**config.mk**
```make
export PLATFORM = sky130hd
export DESIGN_NAME = cpc_cell
export DESIGN_NICKNAME = d
export VERILOG_FILES = /design/src/design/cpc_pkg.sv /design/src/design/cpc_cell.sv
export SDC_FILE = /design/constraint.sdc
export NUM_CORES = 1
export LEC_CHECK = 0
export ABC_AREA = 1
export BUFFER_PORTS_ARGS = -buffer_cell sky130_fd_sc_hd__clkbuf_2
export CORE_MARGIN = 2
export CORE_UTILIZATION = 50
export CTS_CLUSTER_DIAMETER = 40
export CTS_CLUSTER_SIZE = 12
export DETAILED_ROUTE_END_ITERATION = 10
export PLACE_DENSITY = 0.76
export SLEW_MARGIN = 0
export SYNTH_ARGS = -nofsm -noshare
export SYNTH_HDL_FRONTEND = slang
export SYNTH_SLANG_ARGS = --single-unit
```
**constraint.sdc**
```tcl
create_clock -name clk -period 5.3 [get_ports clk]
set_clock_uncertainty 0.1 [all_clocks]
set_input_delay 1.06 -clock clk [delete_from_list [all_inputs] [get_ports clk]]
set_output_delay 1.06 -clock clk [all_outputs]
set_load 0.01 [all_outputs]
```
**src/design/cpc_pkg.sv**
```systemverilog
// shared constants, types and the arctangent table for the cartesian to polar block
// no dependencies

package cpc_pkg;

  localparam int COORD_W       = 16;
  localparam int CORDIC_STAGES = 16;
  localparam int ROOT_STEPS    = COORD_W;
  localparam int NUM_CELLS     = (CORDIC_STAGES > ROOT_STEPS) ? CORDIC_STAGES : ROOT_STEPS;
  localparam int CELL_IDX_W    = $clog2(NUM_CELLS);

  localparam int MAG_W     = COORD_W + 1;
  localparam int SUM_W     = 2 * COORD_W;
  localparam int PRE_SHIFT = 47 - COORD_W;
  localparam int CW        = PRE_SHIFT + MAG_W + 2;
  localparam int Z_W       = 25;

  localparam int DIST_W = 16;
  localparam int HEAD_W = 12;
  localparam int DIR_W  = 4;

  localparam int ANG_FRAC   = 16;
  localparam int H_W        = 28;
  localparam int PROD_W     = H_W + 3;
  localparam int TEN_W      = 14;
  localparam int HEAD_MOD   = 3600;

  localparam logic signed [H_W-1:0] ANG_180 = H_W'(180 * (1 << ANG_FRAC));
  localparam logic signed [H_W-1:0] ANG_360 = H_W'(360 * (1 << ANG_FRAC));
  localparam logic [PROD_W-1:0] ROUND_HALF  = PROD_W'(1 << (ANG_FRAC - 1));
  localparam logic [TEN_W-1:0]  TURN_ONE    = TEN_W'(HEAD_MOD);
  localparam logic [TEN_W-1:0]  TURN_TWO    = TEN_W'(2 * HEAD_MOD);
  localparam logic [DIST_W-1:0] DIST_MAX    = '1;

  localparam logic [DIR_W-1:0] DIR_CENTRE = 4'd0;
  localparam logic [DIR_W-1:0] DIR_N      = 4'd1;
  localparam logic [DIR_W-1:0] DIR_S      = 4'd2;
  localparam logic [DIR_W-1:0] DIR_E      = 4'd3;
  localparam logic [DIR_W-1:0] DIR_W_     = 4'd4;
  localparam logic [DIR_W-1:0] DIR_NE     = 4'd5;
  localparam logic [DIR_W-1:0] DIR_SE     = 4'd6;
  localparam logic [DIR_W-1:0] DIR_NW     = 4'd7;
  localparam logic [DIR_W-1:0] DIR_SW     = 4'd8;

  typedef struct packed {
    logic signed [CW-1:0]  cx;
    logic signed [CW-1:0]  cy;
    logic signed [Z_W-1:0] z;
    logic [SUM_W-1:0]      rem;
    logic [SUM_W-1:0]      root;
    logic [DIR_W-1:0]      dir;
    logic                  xneg;
    logic                  yneg;
    logic                  quad;
  } cell_t;

  typedef struct packed {
    logic [DIST_W-1:0] distance;
    logic [HEAD_W-1:0] heading;
    logic [DIR_W-1:0]  direction;
    logic              angle_valid;
  } res_t;

  // atan(2^-i) in units of 2^-16 degree
  function automatic logic signed [Z_W-1:0] atan_val(input logic [4:0] i);
    logic signed [Z_W-1:0] v;
    case (i)
      5'd0:    v = Z_W'(2949120);
      5'd1:    v = Z_W'(1740967);
      5'd2:    v = Z_W'(919879);
      5'd3:    v = Z_W'(466945);
      5'd4:    v = Z_W'(234379);
      5'd5:    v = Z_W'(117304);
      5'd6:    v = Z_W'(58666);
      5'd7:    v = Z_W'(29335);
      5'd8:    v = Z_W'(14668);
      5'd9:    v = Z_W'(7334);
      5'd10:   v = Z_W'(3667);
      5'd11:   v = Z_W'(1833);
      5'd12:   v = Z_W'(917);
      5'd13:   v = Z_W'(458);
      5'd14:   v = Z_W'(229);
      5'd15:   v = Z_W'(115);
      5'd16:   v = Z_W'(57);
      5'd17:   v = Z_W'(29);
      5'd18:   v = Z_W'(14);
      5'd19:   v = Z_W'(7);
      5'd20:   v = Z_W'(4);
      5'd21:   v = Z_W'(2);
      5'd22:   v = Z_W'(1);
      default: v = '0;
    endcase
    return v;
  endfunction

endpackage

```
**src/design/cpc_cell.sv**
```systemverilog
// one cell of the chain: one cordic vectoring step and one square root digit
// depends on cpc_pkg

module cpc_cell import cpc_pkg::*; (
  input  logic                  clk,
  input  logic                  rst,
  input  logic                  en,
  input  logic [CELL_IDX_W-1:0] idx,
  input  logic                  in_valid,
  input  cell_t                 in_data,
  output logic                  out_valid,
  output cell_t                 out_data
);

  logic signed [CW-1:0]  cx, cy, dx, dy;
  logic signed [Z_W-1:0] z, ang;
  logic [SUM_W-1:0]      root_bit, trial;
  cell_t                 nxt;

  assign cx  = in_data.cx;
  assign cy  = in_data.cy;
  assign z   = in_data.z;
  assign dx  = cy >>> idx;
  assign dy  = cx >>> idx;
  assign ang = atan_val(5'(idx));

  assign root_bit = (idx < ROOT_STEPS)
                  ? (SUM_W'(1) << (2 * (ROOT_STEPS - 1 - 32'(idx)))) : '0;
  assign trial    = in_data.root + root_bit;

  always_comb begin
    nxt = in_data;
    if (idx < CORDIC_STAGES) begin
      if (!cy[CW-1]) begin
        nxt.cx = cx + dx;
        nxt.cy = cy - dy;
        nxt.z  = z + ang;
      end else begin
        nxt.cx = cx - dx;
        nxt.cy = cy + dy;
        nxt.z  = z - ang;
      end
    end
    if (idx < ROOT_STEPS) begin
      if (in_data.rem >= trial) begin
        nxt.rem  = in_data.rem - trial;
        nxt.root = (in_data.root >> 1) + root_bit;
      end else begin
        nxt.root = in_data.root >> 1;
      end
    end
  end

  always_ff @(posedge clk) begin
    if (rst) begin
      out_valid <= 1'b0;
    end else if (en) begin
      out_valid <= in_valid;
    end
  end

  always_ff @(posedge clk) begin
    if (en) begin
      out_data <= nxt;
    end
  end

endmodule

```
* Word-level counts from Yosys, hierarchy flattened *
Memory sizes are Yosys's and may differ from the RTL's.
Cells that the tools add are included.

word-level totals
  memory bits (read-only) = 352
  bits of input ports = 204
  register bits = 197
  output and inout bits = 197
  memories kept = 1
  word-level logic and storage cells = 29

memories
  memory            depth  bits a word  read ports  clocked after memory_dff  wr ports  line           RTL
  (name not given)  16     22           1           0                         0         cpc_pkg.sv:67  case (i)

cells by class
  shifts and indexed selects = 3
  mux-type cells = 3
  order comparisons = 1
  add/subtract/negate cells = 10

operators by type and width
  cell                                                                 count
  125-bit two-way mux                                                  1
  50-bit adder                                                         2
  50-bit by 4-bit >>> shifter with 50-bit output                       2
  50-bit subtractor                                                    2
  31-bit by 32-bit adder with 32-bit output                            1
  32-bit adder                                                         1
  32-bit >= comparator                                                 1
  32-bit two-way mux                                                   1
  1-bit by 32-bit << shifter with 32-bit output, first input constant  1
  32-bit subtractor                                                    1
  31-bit two-way mux                                                   1
  25-bit adder                                                         1
  25-bit subtractor                                                    1
  4-bit by 4-bit subtractor with 5-bit output, first input constant    1

* Depth between registers and ports, before layout *
  depth in word-level cells = 5
  gate-level depth with buffers = 36
  mapped depth without buffers = 32

* Least setup slack after synthesis *
OpenSTA, ideal clock, no wires.

  path type = input to register
  from = in idx[0]
  to = reg out_data[27] in the netlist's numbering, data pin
  stages = 27
  data required time = 4.931 ns
  path buffers = 4
  arrival = 4.820 ns
  library setup time = 0.269 ns
  slack = 0.111 ns
  cell sequence = buf_6 > inv_4 > buf_6 > buf_6 > ha_1 > inv_1 > nor2_1 > ha_1 > nand2_1 > inv_1 > a31oi_1 > nand2_1 > nand3b_1 > nand2_1 > nand2_1 > nand2_1 > xnor2_1 > ha_1 > nand2_1 > inv_1 > a21oi_1 > o21ai_0 > a221oi_1 > nand3_2 > inv_2 > clkbuf_1 > o21ai_0

RTL lines
  item                    line            RTL
  start: declaration      cpc_cell.sv:8   input logic [CELL_IDX_W-1:0] idx,
  end signal: assignment  cpc_cell.sv:64  out_data <= nxt;
  end: declaration        cpc_cell.sv:12  output cell_t out_data

==> summary.txt <==
Global routing
  • M1 GR Usage: 47.9%
  • First-pass GRT wire length: 170000 µm
  • All-Layer GR Usage: 38.5%
  • GR Util met3: 5.68%
  • Initial antenna violation count: 3
  • Vias in the first global route: 32000
  • GR Util met2: 64.5%
  • GRT busiest layer: met2
  • Largest net degree at the start of global routing: 86
  • Total global routing overflow: 0

Drt
  • DRT antenna net count: 0
  • Drt wl/cell: 18.0 µm
  • DRC: 0
  • DR iter-0 viols: 3150
  • First-pass detailed-route iteration total: 7
  • Total Wirelength: 112000 µm
  • DR vias/cell: 5.50
  • Vias: 34200

Cells and area
  • Post-layout instance area: 36900 µm²
  • Area growth, synth to finish: 34.6%
  • Final Non-Filler Cells: 6225
  • Area of the multi-input gates: 19300 µm²
  • Storage element area: 5910 µm²
  • Share of layout cells above drive strength 1: 25.7%
  • Final net count: 5912
  • Leading cell type in the layout, fill and taps excluded: nand2_1
  • Most frequent cells in the layout: nand2_1 (1282), buf_4 (836), nand3_1 (640)
  • Fillers: 5084

Worst setup path
  • CP max FO: 21
  • Worst Setup Path Type: input port to flop
  • Setup crit end kind: flop
  • CP required: 5440 ps
  • WP data arrival: 5220 ps
  • CP Launch Type: input port

Die
  • Rows: 85
  • Starting Density: 50.7%
  • Ports: 401
  • Total core area: 54000 µm²
  • Die Area: 56700 µm²
  • Die W: 238 µm
  • Chip Height: 238 µm

Yosys
  • Avg Cell Area, Syn: 6.28 µm²
  • Synthesized Nets: 4760
  • Synth warnings: 0
  • Synth async-reset ratio: 0%
  • Number of synthesized register bits: 197
  • Post-synth EDFFs: 196
  • Gate count of the mapped netlist: 4361
  • Ys flop type: edfxtp_1
  • Mapped Area: 27400 µm²
  • Unique masters post-synth: 58
  • Post-synthesis sequential area ratio: 21.6%

Power
  • P_leak: 18.7 nW
  • Worst vdd ir: 0.250 mV
  • Pwr dens: 248 nW/µm²

STA
  • Crit share post-route: 95.9%
  • Worst-margin pin slew: 776 ps
  • Fin crit period: 5080 ps
  • Fmax: 0.197 GHz
  • Final Setup Violations: 0
  • Final hold vios: 0
  • RSZ-0062 raised after global routing: no
  • Slew margin rel.: 48.3%
  • Max-slew violations: 0

Min path
  • Worst Hold Class: flop to flop

Placed design
  • Dpl cell area: 36100 µm²
  • HPWL Detailed: 94000 µm
  • Port Buf Inserts: 400
  • Placed Cells: 6191
  • Final weighted congestion in routability-driven placement: 1.01

Flow run
  • Max-cap violations: 0

CTS
  • Hold-fix buffers, CTS: 0
  • TritonCTS Buffers: 17
  • Htree depth: 4
  • Clock Sinks: 197
  • Clock buffer depth: 2
  • Clk_lat worst skew: 500 ps
  • CTS root buf: clkbuf_16
  • TritonCTS clock tree: done
  • Clk slew on worst S/H paths: 80 ps

Outcome
  • Outcome: completed
-- layout make-up --
class | instances | area share, %
flip-flops and latches | 197 | 16.0
multi-input cells | 3624 | 52.3
repair buffers | 1249 | 23.3
well taps | 696 | 2.36
diodes | 3 | 0.0204
inverters | 424 | 4.34
clock buffers | 19 | 1.20
clock inverters | 13 | 0.509
-- where the power goes --
part | switching (mW) | leakage, nW | internal [mW]
sequential | 0.107 | 1.92 | 2.21
combinational | 3.03 | 16.5 | 2.35
clock | 0.715 | 0.304 | 0.735
total | 3.85 | 18.7 | 5.30
-- routing by layer --
metal,routed length [µm],share of wire [%],up-vias
met1,45300,41,15500
met4,6420,5.7,2
met2,51900,46,1432
met5,11,0.0098,-
li1,-,-,17000
met3,8230,7.4,316
-- cells in the mapped netlist, types with 34 or more instances --
cell	n	area share, %
a31oi_1	34	0.78
ha_1	191	8.7
a21oi_1	243	4.4
o21ai_0	220	4.0
nand3_1	640	12
inv_1	400	5.5
xor2_1	153	4.9
nand4_1	51	1.2
edfxtp_1	196	21
nor2_1	411	5.6
nand2_1	1282	18
buf_2	54	0.99
xnor2_1	107	3.4
-- stage by stage --
| step | hold slack, ps | setup TNS (ps) | total power [mW] | utilization, % | worst slack (ps) |
|---|---|---|---|---|---|
| 2_1_floorplan | 428 | 0 | 5.08 | - | 111 |
| 3_3_place_gp | 375 | -24020 | 7.54 | 66.8 | -434 |
| 3_5_place_dp | 434 | -27070 | 7.60 | 66.8 | -434 |
| 4_1_cts | 451 | 0 | 9.07 | 68.0 | 106 |
| 5_1_grt | 526 | 0 | 9.69 | 68.2 | 3.11 |
| 6_report | 442 | 0 | 9.15 | 68.2 | 216 |
-- cells by family (layout without fill, tap and decap cells) --
logic type | Yosys count | count (layout) | share of synthesized area, %
other | 0 | 3 | 0
buffers and inverters | 540 | 1705 | 8.37
XOR/XNOR | 260 | 260 | 8.31
multiplexers | 1 | 1 | 0.0365
adder cells (fa/ha/maj) | 195 | 195 | 9.01
AO/OA/AOI/OAI | 646 | 646 | 13.3
AND/OR/NAND/NOR | 2522 | 2522 | 39.4
flip-flops | 197 | 197 | 21.6
-- critical path, stage by stage --
cell and delay (ps):
buf_4 160, inv_2 90, ha_1 200, inv_1 130, nor2_1 90, ha_1 350
nand2_1 140, nor4_1 430, nand3_1 120, nand2_1 160, a21oi_1 90, buf_4 150
xor2_1 150, ha_1 360, a21oi_2 200, o21ai_0 140, a221oi_2 350, nand3_2 210
buf_12 210, buf_4 140, o21ai_1 110, xnor2_1 120
-- state kept, by name, indices dropped and copies added, names as in the netlist --
name       flops
out_data     196
out_valid      1
-- path summary, 6_finish.rpt --
kind | from | cells past startpoint | endpoint | slack [ps]
worst min register to register | out_valid$_SDFFE_PP0P_ | 2 | out_valid$_SDFFE_PP0P_ | 440
worst max-delay path | idx[1] | 22 | out_data[26]$_DFFE_PP_ | 220
worst max register to register | out_valid$_SDFFE_PP0P_ | 2 | out_valid$_SDFFE_PP0P_ | 4600
worst min-delay path | out_valid$_SDFFE_PP0P_ | 2 | out_valid$_SDFFE_PP0P_ | 440
-- repair_timing --
action,CTS,global route
gates resized for setup,0,40
setup endpoints to repair,0,123
setup buffers,0,0
Power figures use the tool's default switching activity.
