**src/design/cpc_pkg.sv**
```systemverilog
// shared constants, types and the arctangent table for the cartesian to polar block
// no dependencies

package cpc_pkg;

  localparam int COORD_W       = 16;
  localparam int CORDIC_STAGES = 16;
  localparam int ROOT_STEPS    = COORD_W;
  localparam int NUM_CELLS     = (CORDIC_STAGES > ROOT_STEPS) ? CORDIC_STAGES : ROOT_STEPS;
  localparam int CELL_IDX_W    = $clog2(NUM_CELLS);

  localparam int MAG_W     = COORD_W + 1;
  localparam int SUM_W     = 2 * COORD_W;
  localparam int PRE_SHIFT = 47 - COORD_W;
  localparam int CW        = PRE_SHIFT + MAG_W + 2;
  localparam int Z_W       = 25;

  localparam int DIST_W = 16;
  localparam int HEAD_W = 12;
  localparam int DIR_W  = 4;

  localparam int ANG_FRAC   = 16;
  localparam int H_W        = 28;
  localparam int PROD_W     = H_W + 3;
  localparam int TEN_W      = 14;
  localparam int HEAD_MOD   = 3600;

  localparam logic signed [H_W-1:0] ANG_180 = H_W'(180 * (1 << ANG_FRAC));
  localparam logic signed [H_W-1:0] ANG_360 = H_W'(360 * (1 << ANG_FRAC));
  localparam logic [PROD_W-1:0] ROUND_HALF  = PROD_W'(1 << (ANG_FRAC - 1));
  localparam logic [TEN_W-1:0]  TURN_ONE    = TEN_W'(HEAD_MOD);
  localparam logic [TEN_W-1:0]  TURN_TWO    = TEN_W'(2 * HEAD_MOD);
  localparam logic [DIST_W-1:0] DIST_MAX    = '1;

  localparam logic [DIR_W-1:0] DIR_CENTRE = 4'd0;
  localparam logic [DIR_W-1:0] DIR_N      = 4'd1;
  localparam logic [DIR_W-1:0] DIR_S      = 4'd2;
  localparam logic [DIR_W-1:0] DIR_E      = 4'd3;
  localparam logic [DIR_W-1:0] DIR_W_     = 4'd4;
  localparam logic [DIR_W-1:0] DIR_NE     = 4'd5;
  localparam logic [DIR_W-1:0] DIR_SE     = 4'd6;
  localparam logic [DIR_W-1:0] DIR_NW     = 4'd7;
  localparam logic [DIR_W-1:0] DIR_SW     = 4'd8;

  typedef struct packed {
    logic signed [CW-1:0]  cx;
    logic signed [CW-1:0]  cy;
    logic signed [Z_W-1:0] z;
    logic [SUM_W-1:0]      rem;
    logic [SUM_W-1:0]      root;
    logic [DIR_W-1:0]      dir;
    logic                  xneg;
    logic                  yneg;
    logic                  quad;
  } cell_t;

  typedef struct packed {
    logic [DIST_W-1:0] distance;
    logic [HEAD_W-1:0] heading;
    logic [DIR_W-1:0]  direction;
    logic              angle_valid;
  } res_t;

  // atan(2^-i) in units of 2^-16 degree
  function automatic logic signed [Z_W-1:0] atan_val(input logic [4:0] i);
    logic signed [Z_W-1:0] v;
    case (i)
      5'd0:    v = Z_W'(2949120);
      5'd1:    v = Z_W'(1740967);
      5'd2:    v = Z_W'(919879);
      5'd3:    v = Z_W'(466945);
      5'd4:    v = Z_W'(234379);
      5'd5:    v = Z_W'(117304);
      5'd6:    v = Z_W'(58666);
      5'd7:    v = Z_W'(29335);
      5'd8:    v = Z_W'(14668);
      5'd9:    v = Z_W'(7334);
      5'd10:   v = Z_W'(3667);
      5'd11:   v = Z_W'(1833);
      5'd12:   v = Z_W'(917);
      5'd13:   v = Z_W'(458);
      5'd14:   v = Z_W'(229);
      5'd15:   v = Z_W'(115);
      5'd16:   v = Z_W'(57);
      5'd17:   v = Z_W'(29);
      5'd18:   v = Z_W'(14);
      5'd19:   v = Z_W'(7);
      5'd20:   v = Z_W'(4);
      5'd21:   v = Z_W'(2);
      5'd22:   v = Z_W'(1);
      default: v = '0;
    endcase
    return v;
  endfunction

endpackage

```
**src/design/cpc_if.sv**
```systemverilog


interface cpc_out_if import cpc_pkg::*; ();
  logic              valid;
  logic              ready;
  logic [DIST_W-1:0] distance;
  logic [HEAD_W-1:0] heading;
  logic [DIR_W-1:0]  direction;
  logic              angle_valid;

  modport source (output valid, output distance, output heading, output direction,
                  output angle_valid, input ready);
  modport sink   (input valid, input distance, input heading, input direction,
                  input angle_valid, output ready);
endinterface

```
**src/design/cpc_skid.sv**
```systemverilog
// two-entry output buffer that decouples the pipeline from the result channel
// depends on cpc_pkg and cpc_out_if

module cpc_skid import cpc_pkg::*; (
  input  logic             clk,
  input  logic             rst,
  input  logic             push,
  input  res_t             push_data,
  output logic             room,
  cpc_out_if.source        polar
);

  res_t       slot [2];
  logic       wr_ptr;
  logic       rd_ptr;
  logic [1:0] count;
  logic       pop;
  res_t       head;

  assign pop  = polar.valid && polar.ready;
  assign room = (count != 2'd2);
  assign head = slot[rd_ptr];

  assign polar.valid       = (count != 2'd0);
  assign polar.distance    = head.distance;
  assign polar.heading     = head.heading;
  assign polar.direction   = head.direction;
  assign polar.angle_valid = head.angle_valid;

  always_ff @(posedge clk) begin
    if (rst) begin
      wr_ptr <= 1'b0;
      rd_ptr <= 1'b0;
      count  <= 2'd0;
    end else begin
      if (push) begin
        wr_ptr <= ~wr_ptr;
      end
      if (pop) begin
        rd_ptr <= ~rd_ptr;
      end
      count <= count + 2'(push) - 2'(pop);
    end
  end

  always_ff @(posedge clk) begin
    if (push) begin
      slot[wr_ptr] <= push_data;
    end
  end

endmodule

```
**src/flat_wrapper.sv**
```systemverilog
// flat-port wrapper written by rule: the top's interface ports become plain ports
module cpc_skid_flat import cpc_pkg::*;
  (clk, rst, push, push_data, room, polar_valid, polar_distance, polar_heading, polar_direction, polar_angle_valid, polar_ready);
  cpc_out_if polar_i ();
  input  logic clk;
  input  logic rst;
  input  logic push;
  input  res_t push_data;
  output logic room;
  output wire logic [$bits(polar_i.valid)-1:0] polar_valid;
  output wire logic [$bits(polar_i.distance)-1:0] polar_distance;
  output wire logic [$bits(polar_i.heading)-1:0] polar_heading;
  output wire logic [$bits(polar_i.direction)-1:0] polar_direction;
  output wire logic [$bits(polar_i.angle_valid)-1:0] polar_angle_valid;
  input wire logic [$bits(polar_i.ready)-1:0] polar_ready;
  assign polar_valid = polar_i.valid;
  assign polar_distance = polar_i.distance;
  assign polar_heading = polar_i.heading;
  assign polar_direction = polar_i.direction;
  assign polar_angle_valid = polar_i.angle_valid;
  assign polar_i.ready = polar_ready;
  cpc_skid u_core (.clk(clk), .rst(rst), .push(push), .push_data(push_data), .room(room), .polar(polar_i));
endmodule
```
**config.mk**
```make
export PLATFORM = sky130hd
export DESIGN_NAME = cpc_skid_flat
export DESIGN_NICKNAME = d
export VERILOG_FILES = /design/src/design/cpc_pkg.sv /design/src/design/cpc_if.sv /design/src/design/cpc_skid.sv /design/src/flat_wrapper.sv
export SDC_FILE = /design/constraint.sdc
export NUM_CORES = 1
export LEC_CHECK = 0
export BUFFER_PORTS_ARGS = -buffer_cell sky130_fd_sc_hd__buf_2
export CAP_MARGIN = 40
export CORE_UTILIZATION = 40
export CTS_CLUSTER_DIAMETER = 200
export DETAILED_ROUTE_END_ITERATION = 8
export HOLD_SLACK_MARGIN = 0.03
export PLACE_DENSITY = 0.73
export RECOVER_POWER = 100
export SETUP_SLACK_MARGIN = 0.3
export SLEW_MARGIN = 20
export SYNTH_ARGS = -nofsm -noshare
export SYNTH_HDL_FRONTEND = slang
export SYNTH_SLANG_ARGS = --single-unit
```
**constraint.sdc**
```tcl
create_clock -name clk -period 3.1 [get_ports clk]
set_input_delay 0.93 -clock clk [delete_from_list [all_inputs] [get_ports clk]]
set_output_delay 0.93 -clock clk [all_outputs]
set_load 0.01 [all_outputs]
```
== After elaboration in Yosys (flattened, before gate mapping) ==
Memory sizes are Yosys's and may differ from the RTL's. A register that Yosys moved wholly into a read port is not among the register bits.
Cells that the tools add are included.

* Register bits: 4
* Memory bits (writable): 66
* Input bits: 37
* Memories: 1

* Add/subtract/negate cells: 2
* Eq/ne operators: 1
* Mux-type cells: 4
* Bitwise gates (word level): 2
* Reduce and logical (&&, ||, !) cells: 2

{| class="wikitable"
|+ Memory list
! name !! words !! bits a word !! rd ports !! clocked after Yosys merged registers in !! write ports !! line !! text
|-
| u_core.slot || 2 || 33 || 1 || 1 || 1 || cpc_skid.sv:13 || <nowiki>res_t slot [2];</nowiki>
|}

{| class="wikitable"
|+ Operators with widths
! kind !! count
|-
| $mux 1 || 4
|-
| $add 2x1->2 || 1
|-
| $ne 2x2->1 const B || 1
|-
| $not 1->1 || 2
|-
| $reduce_bool 2->1 || 1
|-
| $sub 2x1->2 || 1
|-
| $logic_and 1x1->1 || 1
|}

== Longest topological paths before layout ==
* Depth after elaboration: 4
* Mapped depth: 6

== Least setup slack after synthesis ==
OpenSTA, ideal clock, no wires.

* Kind: input port to flip-flop
* Start: in push
* End: mem u_core.slot[0][0] (netlist name) (enable)
* Arrival: 2.420 ns
* Required time: 2.673 ns
* Path slack: 0.253 ns
* Cell stages on the path: 1
* Buffers on the path: 0
* Cells stage by stage: nor2b_1

* Longest elaborated chain between the ends: 2

{| class="wikitable"
|+ Ends and longest elaborated chain
! what !! line !! text
|-
| start, declared || flat_wrapper.sv:7 || <nowiki>input logic push;</nowiki>
|-
| $mux 1 || cpc_skid.sv:47 || <nowiki>if (push) begin</nowiki>
|-
| $mux 1 (implied by the code) || cpc_skid.sv:48 || <nowiki>slot[wr_ptr] <= push_data;</nowiki>
|-
| end, declared || cpc_skid.sv:13 ||
|}

Every way passes these cells.

==> impl_metrics.toml <==
[sta]
fin_crit_sh = 0.845
setup_ws_ns = 0.480
layout_min_cycle_time_ns = 2.62
worstMarginPinSlew_ns = 0.973
finClkSkew_ns = 0.00743
hold_ws_ns = 0.546
maxSlewHeadroom = 0.352
finalSetupViolations = 0
final_max_slew_viol_count = 0
rsz0062_at_grt = "no"
fmax_mhz = 382
setup-tns-final_ns = 0
final-hold-violation-count = 0

[drt]
firstDrtPassIters = 4
route.detailed.drc = 0
via_per_inst = 4.64
ant_nets = 0
wl_per_cell_um = 14.8
wirelength_mm = 4.30
first_iter_violations = 66
vias = 1345

[cells_and_area]
syn2layout_area_growth_pct = 18.0
diodes = 0
layout-drive-gt1-share = 0.338
fin_area_mm2 = 0.00326
fin_nets = 247
fin_util = 0.501
instances_no_fill = 290
nFillCells = 576

[critical_path]
cp_max_fo = 18
worstPathRequired_ns = 2.17
slowest_stage = "dfxtp_2"
crit_type = "reg2out"
r2r-start = "u_core.wr_ptr$_SDFFE_PP0P_"
critPathMaxStageDelay_ns = 0.62
rrSetupSlack_ns = 1.47
reg2reg_to = "u_core.slot[1][28]$_DFFE_PP_"
crit_chain = "buf_12 > mux2_1 > buf_2"
cp-start-kind = "register"
arrival_ns = 1.69
end_kind = "primary output"
rr_worst_depth = 2

[clocking]
cts-root-buf = "clkbuf_8"
cts_tree = "yes"
clk_latency_ns = 0.33
h-tree-depth = 3
cts_num_sinks = 71
cts_made_buffers = 9
post_cts.repair.setup_buffers = 0
cts.repair.resized = 0
clockBufferDepth = 2
postCtsHoldBufs = 0
clk_pin_slew_ns = 0.06

[grt]
grt.overflow.total = 0
grt_max_degree = 34
grt_pass1_wl_mm = 6.54
antenna_found_initial = 0
grt.total_usage = 0.128
grt_pass1_vias = 1390

[logic_synthesis]
ys_types = 16
synthCells = 126
synth-seq-cells = 71
syn-cell-area_mm2 = 0.00276
yosys_warnings = 0
yosysSeqAreaShare = 0.755
syn_avg_cell_area_um2 = 21.9
syn_nets = 165

[die]
pin_count = 72
core_mm2 = 0.00649
die_w_um = 85.1
row_count = 29
initial_utilization = 0.425
die_h_um = 85.1
dieArea_mm2 = 0.00723

[power_and_ir_drop]
power.density_mw_per_mm2 = 717
power_frac_comb = 0.201
p_switching_uw = 587
peakVddDrop_v = 0.000396
swShare = 0.251
p_seq_frac = 0.507
p_int_mw = 1.75
p_leak_nw = 1.20
power_mw = 2.33
p_clk_frac = 0.292

[min_path]
worstHoldPathType = "reg2reg"
hp-start = "u_core.wr_ptr$_SDFFE_PP0P_"
whs_path_depth = 2
hold_end = "u_core.wr_ptr$_SDFFE_PP0P_"

[placement]
place_inst = 274
io_buffer_count = 71
postPlaceCellArea_mm2 = 0.00322
place_ws_ns = 0.730
routabilityCongestion = 0.648

[outcome]
status = "completed"

[job]
max-cap-violations = 0
==> cells in the mapped netlist <==
master    count  area [um2]
o21a_4        1        15.0
nand2_1       1        3.75
xnor2_1       1        8.76
mux2_1        2        22.5
inv_1         2        7.51
edfxtp_1     66        1980
ha_1          2        25.0
dfxtp_1       5         100
xnor3_1       1        22.5
mux2_2        3        33.8
nor2_1        3        11.3
buf_6         4        45.0
mux2_4       30         450
nor2b_1       3        18.8
and2_1        1        6.26
or2_2         1        6.26
==> metal layers <==
layer,wire (um),up-vias,GRT usage
met3,336,10,0.0525
met2,2030,50,0.202
met1,1820,637,0.146
li1,-,648,-
met4,105,0,0.0786
met5,0,-,0
==> registers in the layout, indices dropped and copies added, names as in the netlist, named ones only <==
signal         cells
u_core.rd_ptr      1
u_core.count       2
u_core.slot       66
u_core.wr_ptr      1
==> final cells by class <==
cell class | instances | area (um2) | share of cell area
Tap cell | 77 | 96.3 | 0.0296
Multi-Input combinational cell | 49 | 532 | 0.163
Clock inverter | 4 | 46.3 | 0.0142
Sequential cell | 71 | 2080 | 0.640
Inverter | 2 | 7.51 | 0.00231
Clock buffer | 12 | 135 | 0.0415
Timing Repair Buffer | 75 | 355 | 0.109
==> critical path, delay by kind of cell (launching register included) <==
| kind | cells | cell delay (ns) |
|---|---|---|
| mux | 1 | 0.35 |
| buf+inv | 2 | 0.38 |
| flops | 1 | 0.62 |
==> power groups by stage <==
stage	clock network, mW	logic (mW)	registers, mW
3_5_place_dp	0	0.563	1.22
5_1_grt	0.742	0.512	1.20
2_1_floorplan	0	0.435	1.17
6_report	0.681	0.469	1.18
3_3_place_gp	0	0.554	1.21
4_1_cts	0.698	0.565	1.20
==> cells in the final DEF, fill, tap and decap left out, types with 2 or more instances in the layout <==
master and count:
clkbuf_8 9, edfxtp_1 66, nor2b_1 3, inv_1 2, ha_1 2, mux2_4 7, buf_2 45, mux2_1 25
dfxtp_1 4, clkbuf_1 31, mux2_2 3, nor2_1 3
==> logic make-up (layout without fill, tap and decap cells) <==
| family | count (synthesis) | after routing | share of synthesized area |
|---|---|---|---|
| xor gates and xnor gates | 2 | 2 | 0.0113 |
| adders and majority gates | 2 | 2 | 0.00907 |
| buffers and inverters | 6 | 93 | 0.0190 |
| and+or+nand+nor | 9 | 9 | 0.0168 |
| muxes | 35 | 35 | 0.184 |
| DFF | 71 | 71 | 0.755 |
| AOI/OAI and AO/OA | 1 | 1 | 0.00544 |
==> worst max path at each step <==
stage / cells after the start / slack [ns] / to / startpoint
final: 3 / 0.48 / polar_distance[3] / register
after global routing: 3 / 0.35 / polar_distance[3] / register
after CTS: 3 / 0.36 / polar_distance[3] / register
after detailed placement: 3 / 0.73 / polar_distance[3] / register
after global placement: 3 / 0.75 / polar_distance[3] / register
after floorplan: 1 / 0.87 / u_core.slot[0][0]$_DFFE_PP_ / push
No activity file was read; power rests on OpenSTA's default activity.
