$ cat src/design/cpc_pkg.sv
// shared constants, types and the arctangent table for the cartesian to polar block
// no dependencies

package cpc_pkg;

  localparam int COORD_W       = 16;
  localparam int CORDIC_STAGES = 16;
  localparam int ROOT_STEPS    = COORD_W;
  localparam int NUM_CELLS     = (CORDIC_STAGES > ROOT_STEPS) ? CORDIC_STAGES : ROOT_STEPS;
  localparam int CELL_IDX_W    = $clog2(NUM_CELLS);

  localparam int MAG_W     = COORD_W + 1;
  localparam int SUM_W     = 2 * COORD_W;
  localparam int PRE_SHIFT = 47 - COORD_W;
  localparam int CW        = PRE_SHIFT + MAG_W + 2;
  localparam int Z_W       = 25;

  localparam int DIST_W = 16;
  localparam int HEAD_W = 12;
  localparam int DIR_W  = 4;

  localparam int ANG_FRAC   = 16;
  localparam int H_W        = 28;
  localparam int PROD_W     = H_W + 3;
  localparam int TEN_W      = 14;
  localparam int HEAD_MOD   = 3600;

  localparam logic signed [H_W-1:0] ANG_180 = H_W'(180 * (1 << ANG_FRAC));
  localparam logic signed [H_W-1:0] ANG_360 = H_W'(360 * (1 << ANG_FRAC));
  localparam logic [PROD_W-1:0] ROUND_HALF  = PROD_W'(1 << (ANG_FRAC - 1));
  localparam logic [TEN_W-1:0]  TURN_ONE    = TEN_W'(HEAD_MOD);
  localparam logic [TEN_W-1:0]  TURN_TWO    = TEN_W'(2 * HEAD_MOD);
  localparam logic [DIST_W-1:0] DIST_MAX    = '1;

  localparam logic [DIR_W-1:0] DIR_CENTRE = 4'd0;
  localparam logic [DIR_W-1:0] DIR_N      = 4'd1;
  localparam logic [DIR_W-1:0] DIR_S      = 4'd2;
  localparam logic [DIR_W-1:0] DIR_E      = 4'd3;
  localparam logic [DIR_W-1:0] DIR_W_     = 4'd4;
  localparam logic [DIR_W-1:0] DIR_NE     = 4'd5;
  localparam logic [DIR_W-1:0] DIR_SE     = 4'd6;
  localparam logic [DIR_W-1:0] DIR_NW     = 4'd7;
  localparam logic [DIR_W-1:0] DIR_SW     = 4'd8;

  typedef struct packed {
    logic signed [CW-1:0]  cx;
    logic signed [CW-1:0]  cy;
    logic signed [Z_W-1:0] z;
    logic [SUM_W-1:0]      rem;
    logic [SUM_W-1:0]      root;
    logic [DIR_W-1:0]      dir;
    logic                  xneg;
    logic                  yneg;
    logic                  quad;
  } cell_t;

  typedef struct packed {
    logic [DIST_W-1:0] distance;
    logic [HEAD_W-1:0] heading;
    logic [DIR_W-1:0]  direction;
    logic              angle_valid;
  } res_t;

  // atan(2^-i) in units of 2^-16 degree
  function automatic logic signed [Z_W-1:0] atan_val(input logic [4:0] i);
    logic signed [Z_W-1:0] v;
    case (i)
      5'd0:    v = Z_W'(2949120);
      5'd1:    v = Z_W'(1740967);
      5'd2:    v = Z_W'(919879);
      5'd3:    v = Z_W'(466945);
      5'd4:    v = Z_W'(234379);
      5'd5:    v = Z_W'(117304);
      5'd6:    v = Z_W'(58666);
      5'd7:    v = Z_W'(29335);
      5'd8:    v = Z_W'(14668);
      5'd9:    v = Z_W'(7334);
      5'd10:   v = Z_W'(3667);
      5'd11:   v = Z_W'(1833);
      5'd12:   v = Z_W'(917);
      5'd13:   v = Z_W'(458);
      5'd14:   v = Z_W'(229);
      5'd15:   v = Z_W'(115);
      5'd16:   v = Z_W'(57);
      5'd17:   v = Z_W'(29);
      5'd18:   v = Z_W'(14);
      5'd19:   v = Z_W'(7);
      5'd20:   v = Z_W'(4);
      5'd21:   v = Z_W'(2);
      5'd22:   v = Z_W'(1);
      default: v = '0;
    endcase
    return v;
  endfunction

endpackage

$ cat src/design/cpc_finish.sv
// final two stages: distance rounding, quadrant fold, tenths rounding and wrap
// depends on cpc_pkg

module cpc_finish import cpc_pkg::*; (
  input  logic  clk,
  input  logic  rst,
  input  logic  en,
  input  logic  in_valid,
  input  cell_t in_data,
  output logic  out_valid,
  output res_t  out_data
);

  logic                  f1_valid;
  logic [DIST_W-1:0]     f1_dist;
  logic [TEN_W-1:0]      f1_tenths;
  logic [DIR_W-1:0]      f1_dir;
  logic                  f1_quad;

  logic signed [H_W-1:0] t, h_base, h_sum;
  logic [H_W-1:0]        h_pos;
  logic [PROD_W-1:0]     prod;
  logic [SUM_W:0]        root_up;
  logic [DIST_W-1:0]     dist_next;
  logic [TEN_W-1:0]      wrapped;

  assign t = H_W'(in_data.z);

  always_comb begin
    case ({in_data.xneg, in_data.yneg})
      2'b00:   h_base = t;
      2'b01:   h_base = ANG_360 - t;
      2'b10:   h_base = ANG_180 - t;
      default: h_base = ANG_180 + t;
    endcase
    h_sum = h_base + ANG_360;
    h_pos = h_sum[H_W-1] ? '0 : h_sum;
    prod  = (PROD_W'(h_pos) << 3) + (PROD_W'(h_pos) << 1) + ROUND_HALF;
  end

  always_comb begin
    root_up = (SUM_W+1)'(in_data.root) + (SUM_W+1)'(in_data.rem > in_data.root);
    if (root_up > (SUM_W+1)'(DIST_MAX)) begin
      dist_next = DIST_MAX;
    end else begin
      dist_next = root_up[DIST_W-1:0];
    end
  end

  always_comb begin
    if (f1_tenths >= TURN_TWO) begin
      wrapped = f1_tenths - TURN_TWO;
    end else if (f1_tenths >= TURN_ONE) begin
      wrapped = f1_tenths - TURN_ONE;
    end else begin
      wrapped = f1_tenths;
    end
  end

  always_ff @(posedge clk) begin
    if (rst) begin
      f1_valid  <= 1'b0;
      out_valid <= 1'b0;
    end else if (en) begin
      f1_valid  <= in_valid;
      out_valid <= f1_valid;
    end
  end

  always_ff @(posedge clk) begin
    if (en) begin
      f1_dist   <= dist_next;
      f1_tenths <= prod[ANG_FRAC +: TEN_W];
      f1_dir    <= in_data.dir;
      f1_quad   <= in_data.quad;
      out_data.distance    <= f1_dist;
      out_data.heading     <= f1_quad ? wrapped[HEAD_W-1:0] : '0;
      out_data.direction   <= f1_dir;
      out_data.angle_valid <= f1_quad;
    end
  end

endmodule

$ cat config.mk
export PLATFORM = sky130hd
export DESIGN_NAME = cpc_finish
export DESIGN_NICKNAME = d
export VERILOG_FILES = /design/src/design/cpc_pkg.sv /design/src/design/cpc_finish.sv
export SDC_FILE = /design/constraint.sdc
export NUM_CORES = 1
export LEC_CHECK = 0
export ABC_AREA = 1
export BUFFER_PORTS_ARGS = -buffer_cell sky130_fd_sc_hd__buf_2
export CORE_MARGIN = 1.5
export CORE_UTILIZATION = 30
export DETAILED_ROUTE_END_ITERATION = 8
export PLACE_DENSITY = 0.63
export SLEW_MARGIN = 20
export SYNTH_ARGS = -nofsm -noshare
export SYNTH_HDL_FRONTEND = slang
export SYNTH_SLANG_ARGS = --single-unit
$ cat constraint.sdc
create_clock -name clk -period 10.2 [get_ports clk]
set_input_delay 1.53 -clock clk [delete_from_list [all_inputs] [get_ports clk]]
set_output_delay 1.53 -clock clk [all_outputs]
set_load 0.005 [all_outputs]
[Word level (Yosys, flattened, before mapping)]
Index checks and enable logic that the tools add are counted.
Storage, ports and cells
  output and inout bits: 34
  register bits after elaboration: 70
  input port bits: 200
  logic and storage cells: 30
Cells by class
  add/subtract/negate cells: 9
  multiplexer cells: 4
  equal/unequal tests: 2
  magnitude comparators: 4
  reductions and logical operators: 1
Operators by type and width (count)
  $pmux 28 s3: 1
  $add 32x1->33: 1
  $gt 33x16->1 const B: 1
  $gt 32x32->1: 1
  $add 30x16->30 const B: 1
  $add 30x28->30: 1
  $add 28x26->28 const B: 1
  $mux 27: 1
  $sub 26x25->27 const A: 1
  $add 25x25->26 const A: 1
  $sub 25x25->26 const A: 1
  $mux 12: 2
  $sub 12x12->12 const B: 2
  $ge 14x12->1 const B: 1
  $ge 14x13->1 const B: 1
  $eq 2x1->1 const B: 1
  $eq 2x2->1 const B: 1
  $logic_not 2->1: 1

[Longest topological paths before layout]
Gate-level depths: netlist (run 1).
  word-level depth: 6
  depth in mapped cells: 29
  mapped depth without buffers: 29

[Worst setup path before layout (run 1)]
OpenSTA, ideal clock, no wires.
  kind: input to register
  start: input in_data[37] (netlist name)
  end: register f1_dist[15], data pin
  stages on the path: 20
  arrival: 4.398 ns
  slack: 5.526 ns
  library setup time: 0.276 ns
  data required time: 9.924 ns
  buffers on the path: 1
  cells stage by stage: inv_1 > ha_1 > nand4_1 > nor3_1 > inv_1 > nor4_1 > a21oi_1 > nor2_1 > ha_1 > ha_1 > nand2_1 > nor3_4 > nand2_4 > nor3_4 > nand3_1 > xor2_1 > nand4_1 > nor2_2 > buf_4 > nand4_1
On the way
  cells in the longest elaborated chain, start to end: 3
RTL lines
  from (decl): line cpc_finish.sv:9  | input cell_t in_data,
  $gt 32x32->1: line cpc_finish.sv:42  | root_up = (SUM_W+1)'(in_data.root) + (SUM_W+1)'(in_data.rem > in_data.root);
  $add 32x1->33 (*): line cpc_finish.sv:42
  $gt 33x16->1: line cpc_finish.sv:43  | if (root_up > (SUM_W+1)'(DIST_MAX)) begin
  to (signal assigned): line cpc_finish.sv:72  | f1_dist <= dist_next;
  to (decl): line cpc_finish.sv:15  | logic [DIST_W-1:0] f1_dist;
Every way passes the cells marked *; elsewhere a longest branch is shown, timed or not.
A chain may end at the register's enable or synchronous reset.

[Worst setup path after layout (run 1)]
  start: input in_data[36] (netlist name)
  end: register f1_dist[15], data pin
Same word-level chain as after synthesis.

==> impl_metrics.ini, run 1 <==
[critical_path]
end_kind = flop
cp.arrival_ns = 5.53
worstSetupPathType = input port to flop
critical_path.max_fanout = 16
worst_setup_path_start_kind = input port
r2r_slack_ns = 8.02
worstPathRequired_ns = 10.21

[synth]
ys.flop_type = edfxtp_1
yosysWarningCount = 0
synth.net_count = 1273
syn_avg_cell_area_um2 = 7.310
yosysSeqAreaShare_pct = 28.97
syn_area_mm2 = 0.007186
synth_edf_count = 68
yosys.cell_types.count = 42
synth-seq-cells = 70
syn_inst = 983
async_flop_share_pct = 0

[drt]
wl_met1_mm = 8.763
wirelength_mm = 17.77
drtIter0Drc = 316
vias_per_cell = 4.710
drt_first_pass_iters = 4
highest_layer = met5
dr_wl_met3_um = 788
post_drt_wl_per_cell_um = 12.33
ant_nets = 0
drcViolationCount = 0
vias = 6787
met2_length_mm = 7.883

[global_routing]
grt_usage_pct = 14.20
grt_antenna_before_repair = 2
grt_pass1_vias = 6273
grt_max_degree = 72
overflow = 0
grt_pass1_wl_mm = 28.91

[floorplanning]
fp.dieW_um = 157.8
core_area_mm2 = 0.02347
rows = 56
io_pins = 234
dieArea_mm2 = 0.02489
start_util_pct = 30.61
die_h_um = 157.8

[clocking]
clockBufferDepth = 2
cts_root_buf = clkbuf_16
cts_buffers = 9
hold_buffers = 0
postCtsSetupRepairBufs = 0
htree_levels = 3
clk_pin_slew_ns = 0.06
clock-sinks = 70
cts_tree = done
clock_latency_ns = 0.32
cts_resized = 0

[sta]
fin_skew_ns = 0.004220
rsz0062_at_grt = false
relSlewSlack_pct = 28.93
slew_viol_final = 0
tightest_slew_ns = 1.062
max_freq_mhz = 181.2
final.setup.tns_ns = 0
hold_viol = 0
min_period_ns = 5.519
finalSetupViolations = 0
period_share_pct = 54.11

[min_path]
hp-class = flop to flop

[finish]
area_growth_pct = 18.54
final_common_cell = nand2_1
layout_common_cells = 201 x nand2_1, 135 x inv_1, 133 x buf_2
num_antenna_cells = 0
final_nets = 1407
final_core_util_pct = 36.29
drive_gt1_share_pct = 14.53

[placement]
dp_hpwl_mm = 14.94
globalplace.congestion = 0.9362
io_buffers = 133

[power]
ir_drop_mv = 0.08901
leakage_nw = 4.053
powerDensity_mw_per_mm2 = 151.7

[run_status]
status = completed

[run]
drv_cap = 0
Yosys cell counts, drive strengths merged (2+ instances only):
| master | number | area, um2 |
|---|---|---|
| dfxtp | 2 | 40.04 |
| nand2 | 205 | 784.5 |
| o21a | 4 | 30.03 |
| edfxtp | 68 | 2042 |
| a21o | 2 | 15.01 |
| a31oi | 2 | 12.51 |
| xnor2 | 5 | 43.79 |
| a21oi | 69 | 345.3 |
| o221ai | 3 | 26.28 |
| clkinv | 2 | 7.510 |
| a211oi | 4 | 30.03 |
| o31ai | 3 | 22.52 |
| xor2 | 54 | 473.0 |
| nor2 | 128 | 505.5 |
| nand3 | 65 | 325.3 |
| nand4 | 38 | 237.7 |
| buf | 6 | 43.79 |
| nor3 | 24 | 142.6 |
| o211ai | 3 | 22.52 |
| ha | 90 | 1126 |
| a221oi | 3 | 26.28 |
| nand3b | 2 | 15.01 |
| o21bai | 4 | 30.03 |
| nor4 | 6 | 43.79 |
| inv | 136 | 510.5 |
| o21ai | 44 | 220.2 |
| clkbuf | 5 | 18.77 |
| o22ai | 2 | 12.51 |
critical path, stage by stage:
cell and delay [ns]:
buf_2 0.13, inv_1 0.05, ha_1 0.30, nand4_1 0.12
nor3_1 0.19, inv_1 0.08, nor4_1 0.46, a21oi_1 0.15
nor2_1 0.11, ha_1 0.19, ha_1 0.19, nand2_1 0.12
nor3_4 0.39, nand2_4 0.13, nor3_4 0.21, nand3_1 0.15
xor2_1 0.16, nand4_1 0.11, nor2_2 0.52, nand4_1 0.23
path summary, 6_finish.rpt:
check,depth (start not counted),to,startpoint
max,20,f1_dist[15],in_data[36]
max reg2reg,11,out_data[15],f1_tenths[6]
min,0,out_data[31],f1_dist[14]
min reg2reg,0,out_data[31],f1_dist[14]
per-layer routing:
layer | global-route usage, % | vias up
li1 | - | 3596
met1 | 19.31 | 3007
met2 | 23.14 | 152
met3 | 1.861 | 28
met4 | 4.717 | 4
met5 | 0 | -
report_power, final:
group	switching (mW)	internal [mW]
clock network	0.112	0.214
logic	0.349	0.206
registers	0.0269	0.384
total	0.488	0.804
area by class of cell:
cell class	instances	area, um2
fill	2466	14950
multi-input combinational	764	4523
sequential	70	2082
timing repair buffer	134	673.1
inverter	138	518.0
tap	319	399.1
clock buffer	9	225.2
clock inverter	7	97.59
state kept, by name, indices dropped and copies added, names as in the netlist:
| name | flops |
|---|---|
| f1_quad | 1 |
| f1_dist | 16 |
| out_data | 33 |
| out_valid | 1 |
| f1_tenths | 14 |
| f1_dir | 4 |
| f1_valid | 1 |
through the flow:
| step | instance area (um2) | hold slack, ns | cells | setup WS (ns) | total power, mW |
|---|---|---|---|---|---|
| 2_1_floorplan | 7186 | 0.4003 | 983 | 5.526 | 0.8059 |
| 3_5_place_dp | 8195 | 0.4045 | 1425 | 4.367 | 0.9645 |
| 5_1_grt | 8518 | 0.4194 | 1441 | 4.209 | 1.406 |
| 6_report | 8518 | 0.4148 | 1441 | 4.681 | 1.292 |
| 4_1_cts | 8518 | 0.4141 | 1441 | 4.714 | 1.301 |
| 3_3_place_gp | 8195 | 0.4013 | 1425 | 4.430 | 0.9594 |
cell families after synthesis:
family          share of synthesized area [%]
simple gates                            28.68
buf+inv                                 8.079
compound gates                          11.41
fa+ha+maj                               15.67
flops                                   28.97
xor+xnor                                7.191
(Power assumes the default switching activity.)
==> run 2, diff against run 1 <==
- PLACE_DENSITY: 0.63 -> 0.65
- clock period: 10.2 -> 5 ns (I/O delays scaled with it)
==> run 2 against run 1 <==
Net effect:
- clock-buffer cell count is 2 higher
- setup slack worse by 4.0 ns
- critical path depth is 4 higher
- sequential cell count stayed put
- core utilization is 0.37 points higher
- routed wire length is 0.72% lower
- critical path type unchanged
==> impl_metrics.ini, run 2 (synthesis gave the netlist of run 1 again) <==
[run_status]
status = completed

[clocking]
postCtsSetupRepairBufs = 0
cts_root_buf = clkbuf_16
clockBufferDepth = 2
htree_levels = 3
cts_buffers = 9
clock-sinks = 70
clk_pin_slew_ns = 0.05
clock_latency_ns = 0.33
cts_tree = done
hold_buffers = 0
cts_resized = 0

[sta]
finalSetupViolations = 0
whs_ns = 0.4167
hold_viol = 0
max_freq_mhz = 234.1
rsz0062_at_grt = false
min_period_ns = 4.271
fin_skew_ns = 0.009105
fin_ws_ns = 0.7286
slew_viol_final = 0
relSlewSlack_pct = 54.52
final.setup.tns_ns = 0
period_share_pct = 85.43
tightest_slew_ns = 0.6759

[drt]
drt_first_pass_iters = 5
vias_per_cell = 4.687
drtIter0Drc = 228
drcViolationCount = 0
vias = 6787
post_drt_wl_per_cell_um = 12.18
ant_nets = 0
wirelength_mm = 17.64

[global_routing]
overflow = 0
grt_pass1_vias = 6563
grt_antenna_before_repair = 0
grt_max_degree = 45
grt_usage_pct = 14.30
grt_pass1_wl_mm = 29.35

[critical_path]
worstPathRequired_ns = 5.07
critPathSlowestCell = ha_1
r2r_slack_ns = 2.82
cp.arrival_ns = 4.34
critPathMaxStageDelay_ns = 0.39
worstSetupPathType = input port to flop
r2r_cells = 11
path_cells = buf_2, clkinv_1, ha_1, nand2_1, nor2_1, nand3_1, nand2_1, nand2_1, nand3_1, nand3_1, nand2_1, inv_1, ha_1, inv_1, nand2_1, xor2_1, ha_1, ha_1, a21oi_1, o21ai_0, a221oi_1, nand2_1, nand2_1, nand2_1
end_kind = flop
critical_path.max_fanout = 9
r2r_end = out_data[13]
timing.rr.start = f1_tenths[7]
crit_top_cell = nand2_1
worst_setup_path_start_kind = input port

[min_path]
whs_endpoint = out_data[27]
hp-class = flop to flop
holdCritStartpoint = f1_dist[10]
hold_depth = 0

[placement]
dp_hpwl_mm = 15.01
place_inst = 1431
place_ws_ns = 0.3963
globalplace.congestion = 0.9533
io_buffers = 133

[finish]
top_regs = out_data x33, f1_dist x16, f1_tenths x14
final_common_cell = nand2_1
drive_gt1_share_pct = 14.98
area_growth_pct = 19.75
largest_reg_flops = 33
top_register = out_data
fin_cells = 1448
layout_common_cells = 201 x nand2_1, 135 x inv_1, 133 x buf_2
fillers = 2468
final_nets = 1413

[floorplanning]
dieArea_mm2 = 0.02489
fp.dieW_um = 157.8
rows = 56
io_pins = 234
die_h_um = 157.8
start_util_pct = 30.61
core_area_mm2 = 0.02347

[power]
powerDensity_mw_per_mm2 = 313.4
ir_drop_mv = 0.1708
p_sw_mw = 0.9920
leakage_nw = 4.098
power.internal_mw = 1.705
pwr-share-seq_pct = 31.0
switching_share_pct = 36.78
p_total_mw = 2.697
clkPwrFrac_pct = 26.9
p_comb_share_pct = 42.1

[run]
drv_cap = 0
## run 2: cell types whose count changed in the layout (fill, tap and decap cells not counted), sizes merged
cell / delta
buf: +6
bufinv: +1
clkbuf: +2
clkinv: -2
diode: +1
inv: -1
## run 2: how the worst max path moves through the flow
stage,startpoint,endpoint,depth (start not counted)
after CTS,in_data[36],f1_dist[12],22
after global routing,in_data[90],f1_tenths[13],29
after global placement,in_data[37],f1_dist[12],22
final,in_data[90],f1_tenths[13],24
after floorplan,in_data[37],f1_dist[15],20
after detailed placement,in_data[36],f1_dist[12],22
## run 2: cell type report
cell class,count,area [um2],share of cell area [%]
inverter,138,518.0,6.020
clock inverter,5,106.4,1.236
multi-input combinational,764,4523,52.57
tap,319,399.1,4.639
sequential,70,2082,24.20
clock buffer,11,242.7,2.821
timing repair buffer,140,730.7,8.492
antenna,1,2.502,0.02908
## run 2: power by group through the flow
stage	Sequential, mW	Clock [mW]	Combinational (mW)
CTS	0.837	0.741	1.13
finish	0.836	0.725	1.14
global route	0.850	0.767	1.32
global placement	0.846	0	1.11
floorplan	0.838	0	0.806
detailed placement	0.848	0	1.12
## run 2: worst max-delay path: cells and delay by family
kind / cells / cell delay (ns)
buffers and inverters: 4 / 0.57
AOI/OAI and AO/OA: 3 / 0.67
xor gates and xnor gates: 1 / 0.22
adders and majority gates: 4 / 1.13
and+or+nand+nor: 12 / 1.00
## run 2: metal layers
layer	vias up	routed length, um	GRT usage [%]
li1	3621	-	-
met4	0	331	5.211
met1	2992	8577	18.93
met2	145	8076	23.85
met3	29	657	1.670
met5	-	0	0
## run 2: through the flow
step / util [%] / instance area, um2
floorplan: - / 7186
global placement: 35.16 / 8253
detailed placement: 35.16 / 8253
CTS: 36.65 / 8602
global route: 36.65 / 8602
finish: 36.66 / 8605
==> run 3, diff against run 2 <==
- MAX_ROUTING_LAYER: unset -> met4
- PLACE_DENSITY: 0.65 -> 0.63
- clock period: 5 -> 4.3 ns (I/O delays scaled with it)
==> run 3 against run 2 <==
Net effect:
- setup slack worse by 0.37 ns
- combinational power is 21% higher
- routed wire length is 2.5% higher
- via count is 2.3% higher
- die area stayed put
- worst hold slack worse by 0.0022 ns
- final area is 3.4% higher
- critical path depth is 1 lower
- clock power is 23% higher
- non-clock buffer count is 33 higher
- sequential share of layout area is 0.81 points lower
- first-iteration DRC count is 32% higher
==> impl_metrics.ini, run 3 (synthesis gave the netlist of run 1 again) <==
[drt]
drtIter0Drc = 302
ant_nets = 0
post_drt_wl_per_cell_um = 12.22
wirelength_mm = 18.08
drt_first_pass_iters = 4
drcViolationCount = 0
vias_per_cell = 4.690
vias = 6941

[sta]
final.setup.tns_ns = 0
hold_viol = 0
whs_ns = 0.4145
min_period_ns = 3.946
finalSetupViolations = 0
slew_viol_final = 0
fin_skew_ns = 0.004558
period_share_pct = 91.76
tightest_slew_ns = 0.6325
max_freq_mhz = 253.5
relSlewSlack_pct = 57.83

[floorplanning]
die_h_um = 157.8
fp.dieW_um = 157.8
rows = 56
dieArea_mm2 = 0.02489
io_pins = 234
core_area_mm2 = 0.02347
start_util_pct = 30.61

[run]
drv_cap = 0

[finish]
final_common_cell = nand2_1
drive_gt1_share_pct = 17.74
final_nets = 1446
fillers = 2449
final_core_util_pct = 37.92
largest_reg_flops = 33
top_regs = out_data x33, f1_dist x16, f1_tenths x14
num_antenna_cells = 0
top_register = out_data
area_growth_pct = 23.87
layout_common_cells = 201 x nand2_1, 135 x inv_1, 133 x buf_2

[power]
power.internal_mw = 2.076
p_total_mw = 3.245
powerDensity_mw_per_mm2 = 364.5
p_comb_share_pct = 42.5
leakage_nw = 4.280
p_sw_mw = 1.169
clkPwrFrac_pct = 27.5
pwr-share-seq_pct = 29.9
switching_share_pct = 36.02
ir_drop_mv = 0.2239

[placement]
dp_hpwl_mm = 15.24
io_buffers = 133
globalplace.congestion = 0.9599

[clocking]
clk_pin_slew_ns = 0.05
clock-sinks = 70
clock_latency_ns = 0.33
hold_buffers = 0
cts_tree = done
clockBufferDepth = 2
htree_levels = 3
cts_root_buf = clkbuf_16
cts_buffers = 9

[critical_path]
worstSetupPathType = input port to flop
critical_path.max_fanout = 16
worstPathRequired_ns = 4.36
worst_setup_path_start_kind = input port
end_kind = flop
cp.arrival_ns = 4.00

[global_routing]
grt_pass1_wl_mm = 29.86
grt_pass1_vias = 6487
grt_max_degree = 43
grt_antenna_before_repair = 0
grt_usage_pct = 15.07
overflow = 0

[min_path]
hp-class = flop to flop

[run_status]
status = completed
==> run 3: changes by cell type in the layout (fill, tap and decap cells not counted), sizes merged <==
cell      previous run  this run
buf                140       173
clkbuf              11         9
clkinv               3         5
bufinv               3         4
clkinvlp             1         0
diode                1         0
==> run 3: final cells by class <==
class | count | area (um2) | area share (%)
clock buffer | 9 | 225.2 | 2.530
clock inverter | 7 | 146.4 | 1.645
inverter | 138 | 518.0 | 5.820
multi-input combinational | 764 | 4539 | 51.00
sequential | 70 | 2082 | 23.39
tap | 319 | 399.1 | 4.484
timing repair buffer | 173 | 991.0 | 11.13
==> run 3: final timing paths <==
| kind | cells after the start | to | from | slack (ns) |
|---|---|---|---|---|
| setup / recovery | 23 | f1_dist[12] | in_data[37] | 0.35 |
| hold / removal | 0 | out_data[32] | f1_dist[15] | 0.41 |
| setup reg to reg | 11 | out_data[15] | f1_tenths[7] | 2.15 |
| hold reg to reg | 0 | out_data[32] | f1_dist[15] | 0.41 |
==> run 3: power by group through the flow <==
stage / clock network, mW / registers (mW) / logic, mW
after floorplan: 0 / 0.975 / 0.937
after global placement: 0 / 0.984 / 1.35
after detailed placement: 0 / 0.984 / 1.36
after CTS: 0.915 / 0.971 / 1.38
after global routing: 0.940 / 0.990 / 1.61
final: 0.894 / 0.971 / 1.38
==> run 3: routing by layer <==
metal,vias to the layer above,part of all wire (%),GRT usage (%)
li1,3690,-,-
met1,3068,48,19.96
met2,160,45,23.96
met3,23,4.6,1.916
met4,0,1.6,4.492
met5,-,0,-
==> run 3: worst max-delay path: stages <==
cell and delay, ns:
buf_2 0.10, inv_1 0.08, ha_1 0.31, nand4_1 0.13, nor3_1 0.21, inv_1 0.08
nor4_2 0.17, buf_4 0.17, a21oi_1 0.06, nor2_1 0.11, ha_1 0.19, ha_1 0.17
nand2_1 0.11, nor3_4 0.29, nand2_4 0.09, nor3_4 0.17, nand4_1 0.15, xor2_1 0.18
nor2_1 0.10, nand3b_1 0.12, nor2_4 0.12, buf_12 0.14, nand4_1 0.10
==> run 3: metrics by stage <==
step | worst slack [ns] | cell area, um2 | std cells
final | 0.3545 | 8901 | 1480
after global routing | -0.004212 | 8901 | 1480
after CTS | 0.2208 | 8877 | 1479
after detailed placement | -0.1413 | 8506 | 1463
after global placement | -0.01796 | 8506 | 1463
after floorplan | 0.5110 | 7186 | 983
==> run 3: timing repair <==
action,4_1_cts,5_1_grt
endpoints found under the setup margin,0,18
buffers inserted,0,1
gates resized for setup,0,3
